File: src/hw/rtl/rclc_pkg.sv
`timescale 1ns / 1ps

package rclc_pkg;

  localparam int unsigned NumCmds    = 11;
  localparam int unsigned NameMaxLen = 7;
  localparam int unsigned PosWidth   = 3;
  localparam int unsigned IdxWidth   = 4;
  localparam int unsigned TallyWidth = 3;

  // parse phases
  localparam logic [1:0] PhaseName   = 2'd0;
  localparam logic [1:0] PhaseArgs   = 2'd1;
  localparam logic [1:0] PhaseClosed = 2'd2;

  // result status codes
  localparam logic [1:0] StatusOk        = 2'd0;
  localparam logic [1:0] StatusMalformed = 2'd1;
  localparam logic [1:0] StatusUnknown   = 2'd2;

  // characters with a role in the grammar
  localparam logic [7:0] ChOpen  = 8'h28;
  localparam logic [7:0] ChClose = 8'h29;
  localparam logic [7:0] ChComma = 8'h2C;
  localparam logic [7:0] ChSpace = 8'h20;
  localparam logic [7:0] ChTab   = 8'h09;
  localparam logic [7:0] ChDot   = 8'h2E;
  localparam logic [7:0] ChZero  = 8'h30;
  localparam logic [7:0] ChNine  = 8'h39;

  // names padded with blanks to the maximum length, first character in the top byte
  localparam logic [NameMaxLen*8-1:0] CmdText [NumCmds] = '{
    "START  ", "STOP   ", "SPEED  ", "ACCEL  ", "GRAB   ",
    "MOVE.Q ", "MOVEJ.Q", "MOVEL.Q", "MOVE.P ", "MOVEJ.P", "MOVEL.P"
  };
  localparam logic [PosWidth-1:0] CmdLen [NumCmds] = '{
    3'd5, 3'd4, 3'd5, 3'd5, 3'd4, 3'd6, 3'd7, 3'd7, 3'd6, 3'd7, 3'd7
  };
  localparam logic [TallyWidth-1:0] CmdArgs [NumCmds] = '{
    3'd0, 3'd0, 3'd1, 3'd1, 3'd1, 3'd4, 3'd4, 3'd4, 3'd4, 3'd4, 3'd4
  };
  localparam logic [NumCmds-1:0] CmdCart = 11'b111_0000_0000;

  typedef struct packed {
    logic [1:0]            phase;
    logic [PosWidth-1:0]   name_pos;
    logic                  name_ovf;
    logic [NumCmds-1:0]    cand;
    logic                  tok_open;
    logic [TallyWidth-1:0] tally;
    logic                  malformed;
  } parse_state_t;

  localparam parse_state_t StateReset = '{
    phase:     PhaseName,
    name_pos:  '0,
    name_ovf:  1'b0,
    cand:      '1,
    tok_open:  1'b0,
    tally:     '0,
    malformed: 1'b0
  };

  typedef struct packed {
    logic [1:0]            status;
    logic [IdxWidth-1:0]   command_index;
    logic                  cartesian_target;
    logic [TallyWidth-1:0] argument_count;
  } verdict_t;

  function automatic logic [7:0] cmd_char(input int unsigned k, input logic [PosWidth-1:0] pos);
    return CmdText[k][(NameMaxLen - 1 - int'(pos)) * 8 +: 8];
  endfunction

endpackage

File: src/hw/rtl/rclc_verdict.sv
`timescale 1ns / 1ps

module rclc_verdict import rclc_pkg::*; (
  input  parse_state_t state_i,
  output verdict_t     verdict_o
);

  logic                found;
  logic [IdxWidth-1:0] found_idx;

  always_comb begin
    found     = 1'b0;
    found_idx = '0;
    for (int k = NumCmds - 1; k >= 0; k--) begin
      if (state_i.cand[k]) begin
        found     = 1'b1;
        found_idx = IdxWidth'(k);
      end
    end
  end

  always_comb begin
    verdict_o = '0;
    if (state_i.malformed || state_i.phase != PhaseClosed) begin
      verdict_o.status = StatusMalformed;
    end else begin
      verdict_o.argument_count = state_i.tally;
      if (!found || CmdArgs[found_idx] != state_i.tally) begin
        verdict_o.status = StatusUnknown;
      end else begin
        verdict_o.status           = StatusOk;
        verdict_o.command_index    = found_idx;
        verdict_o.cartesian_target = CmdCart[found_idx];
      end
    end
  end

endmodule

File: config.mk
export PLATFORM = sky130hd
export DESIGN_NAME = rclc_verdict
export DESIGN_NICKNAME = d
export VERILOG_FILES = /design/src/hw/rtl/rclc_pkg.sv /design/src/hw/rtl/rclc_verdict.sv
export SDC_FILE = /design/constraint.sdc
export NUM_CORES = 1
export LEC_CHECK = 0
export BUFFER_PORTS_ARGS = -buffer_cell sky130_fd_sc_hd__buf_2
export CAP_MARGIN = 10
export CORE_AREA = 3 3 40 42
export DETAILED_ROUTE_END_ITERATION = 10
export DIE_AREA = 0 0 43 45
export PLACE_DENSITY = 0.55
export SLEW_MARGIN = 20
export SYNTH_ARGS = -nofsm -noshare
export SYNTH_HDL_FRONTEND = slang
export SYNTH_SLANG_ARGS = --single-unit
File: constraint.sdc
create_clock -name vclk -period 2.4
set_input_delay 0.48 -clock vclk [all_inputs]
set_output_delay 0.48 -clock vclk [all_outputs]
set_load 0.005 [all_outputs]
* Word-level counts from Yosys, hierarchy flattened
Memories as Yosys holds them, arrays and structs flattened.
Cells that the tools add are included.
** Word-level totals
- Memories :: 2
- Bits in latches :: 0
- Output and inout port bits :: 10
- Logic and storage cells :: 39
- Input bits :: 22
- RAM bits :: 0
- Bits in read-only memories :: 64
- Bits in registers :: 0
** Operators by class
- Reductions and logical operators :: 3
- Eq/ne operators :: 2
- Divide/modulo/power cells :: 0
- Bitwise gates (word level) :: 1
- Shift operators :: 0
- Mux-type cells :: 29
- Order comparisons :: 2
- Multipliers :: 0
- Add/sub/neg operators :: 0
** Memory list
- (name not given) :: words 16, width 3, read ports 1, clocked after Yosys merged registers in 0, write ports 0, RTL line rclc_verdict.sv:28 : if (!found || CmdArgs[found_idx] != state_i.tally) begin
- (name not given) :: words 16, width 1, read ports 1, clocked after Yosys merged registers in 0, write ports 0, RTL line rclc_verdict.sv:33 : verdict_o.cartesian_target = CmdCart[found_idx];
** Operators with widths (count)
- 2-to-1 mux 4 bit :: 11
- 2-to-1 mux 1 bit :: 12
- 2-to-1 mux 8 bit :: 1
- 2-to-1 mux 3 bit :: 2
- greater-or-equal comparator 5 bit (second input constant) :: 1
- < comparator 4 x 5 -> 1 bit (second input constant) :: 1
- 2-to-1 mux 5 bit :: 1
- NOT 4 -> 5 bit :: 1
- 2-to-1 mux 2 bit :: 2
- inequality test 3 bit :: 1
- logical OR 1 bit :: 2
- inequality test 2 bit (second input constant) :: 1
- zero test 1 bit :: 1

* Longest topological paths before layout
- Depth after elaboration :: 19
- Depth in mapped cells :: 8
- Depth with buffers taken out :: 7

* Least setup slack after synthesis
No wires, ideal clock.
- Path kind :: input -> output
- Start :: input port state_i[9] in the netlist's numbering
- End :: output port verdict_o[7] in the netlist's numbering
- Setup slack :: -0.094 ns
- Required time :: 1.920 ns
- Stages :: 7
- Arrival :: 2.014 ns
- Cells stage by stage :: nor4_2 a21oi_1 mux2i_1 xnor2_1 o2111ai_2 nor4b_2 buf_4
** RTL lines
- from (decl) :: RTL line rclc_verdict.sv:4 : input parse_state_t state_i,
- to (decl) :: RTL line rclc_verdict.sv:5 : output verdict_t verdict_o

==> run metrics <==
worst-margin pin slew between 300 and 400 ps; sequential cell count 0; Netlist cell types 26; crit path max fanout 3; synthesized area 295 µm²; fmax about 380 MHz; Top Family by Delay on Critical Path compound AO/OA/AOI/OAI gates; largest area contributor in the netlist nor2_1; crit-path cells buf_6 -> nor3b_2 -> o31ai_2 -> a21boi_4 -> buf_4 -> o211ai_1 -> o41ai_2 -> o2111ai_2 -> buf_4 -> nor3_2 -> buf_2; wire per inst 10.7 µm; setup ws final -242 ps; Place WS -321 ps; Hold Buf Count CTS 0; final hold vios 0; WP data arrival roughly 2200 ps; CP bufs+invs 4; kind of critical path input pin to output pin; Die Ht approximately 45 µm; Critical Path Start Type input pin; area delta synth->final 116%; failing checks negative setup slack; CP max stage cell o2111ai_2; CP Launch Point state_i[15]; post-DR vias/cell roughly 4.7; status finished with violations; Initial Util 0.230; first-pass GRT wire length approximately 1.7 mm; Pwr Density between 100 and 150 nW/µm²; All-Layer GR Usage 0.109; DRC Markers 0; yosys warns 0; dpl hpwl approximately 910 µm; fin crit share 1.10; Net count, final 110; max-cap viol count 0; largest net degree at the start of global routing 6; slew margin rel. 0.749; Crit path top cell by count buf_4; Seq/Total Area, Yosys 0; count of pins over their slew limit 0; most common cell after layout, fill and taps aside buf_2; Final setup viols 6; CP peak stage delay 290 ps; Hold Slack roughly 1300 ps; Starting DRT DRC Count 2; Die X between 40 and 50 µm; clkbuf count 0; crit path time final ~2600 ps; vias post-DR about 470; Inst Count DP between 90 and 100; placer's final routability congestion estimate a little over 0.7; Hold Startpoint state_i[5]; Routed Antenna Nets 0; number of global-route vias before repair 412; die area ~1900 µm²; RSZ-0062 raised after global routing yes; setup_tns -1380 ps; syn_nets 64; largest cells by area after synthesis nor2_1, a21boi_4, o41ai_2; synthesized instance count between 40 and 50; final std cells w/o fill 101; # port buffers 27; core area 1280 µm²; Crit. End Element output pin; most frequent cells in the layout buf_2, buf_4, nor2_1, inv_1, buf_6; P_leak between 0.3 and 0.4 nW; Pwr Total between 90 and 100 µW; FP Rows 13; Syn Area/Cell ~7.0 µm²; TritonRoute pass-1 iters 2; antenna violations before repair 0; drt total wl 1.08 mm; ratio of cells with drive above 1 in the final layout 0.674; Max rail drop VDD 0.0000611 V; Top Ports 32; Yosys top cell area share 0.102; Inserted Diodes 0; Critical Path RT ~1900 ps; grt ovf 0; Hold Crit Class input pin to output pin; register area 0 µm²
## cell usage after synthesis
cell and instances:
a21boi_4 1, o41ai_1 1, xnor2_1 1, nor2_1 8, nor2b_1 2, a21oi_1 2
nor3_1 3, nor4_1 1, or2_2 1, and2_1 1, inv_1 4, nor4b_2 1
nor4_2 1, nand2_1 1, o41ai_2 1, o31ai_2 1, o2111ai_2 1, o21ai_0 2
o21bai_1 1, o211ai_1 1, a31oi_1 1, nand4b_1 1, nor3b_2 1, and3_1 2
buf_4 1, mux2i_1 1
## worst min-delay path: cells and delay by family
family	cells	cell delay, ps
buffers and inverters	2	240
AND/OR/NAND/NOR	1	50
## routing by layer
metal,up-vias,global-route usage,share of wire
met5,-,0,0
met4,0,0,0
met3,0,0,0.080
met2,18,0.219,0.50
met1,209,0.138,0.41
li1,246,-,-
## logic make-up after synthesis
| family | after synthesis | share of synthesized area |
|---|---|---|
| AND/OR/NAND/NOR | 23 | 0.479 |
| XOR/XNOR | 1 | 0.0297 |
| multiplexers | 1 | 0.0339 |
| buffers and inverters | 5 | 0.0763 |
| AO/OA/AOI/OAI | 12 | 0.381 |
## timing repair
action,CTS,global route
buffers inserted,4,0
pin swaps,7,5
setup endpoints to repair,6,6
resized for setup,7,2
## through the flow
step | cell area (µm²) | utilization
2_1_floorplan | 304 | -
3_3_place_gp | 556 | 0.432
3_5_place_dp | 556 | 0.432
4_1_cts | 627 | 0.488
5_1_grt | 638 | 0.497
6_report | 638 | 0.497
## final timing paths
check                 endpoint  slack (ps)  depth (start not counted)
setup / recovery  verdict_o[4]        -240                         11
hold / removal    verdict_o[4]        1260                          3
## report_power, final
part / internal [mW] / leakage (nW) / switching [mW] / total (mW)
clock network: 0 / 0 / 0 / 0
registers: 0 / 0 / 0 / 0
logic: 0.0506 / 0.320 / 0.0397 / 0.0903
total: 0.0506 / 0.320 / 0.0397 / 0.0903
## final cells by class
cell class	instances	area (µm²)
Multi-Input combinational cell	37	315
Timing Repair Buffer	45	289
Fill cell	132	647
Inverter	4	15.0
Tap cell	15	18.8
Power figures use the tool's default switching activity.
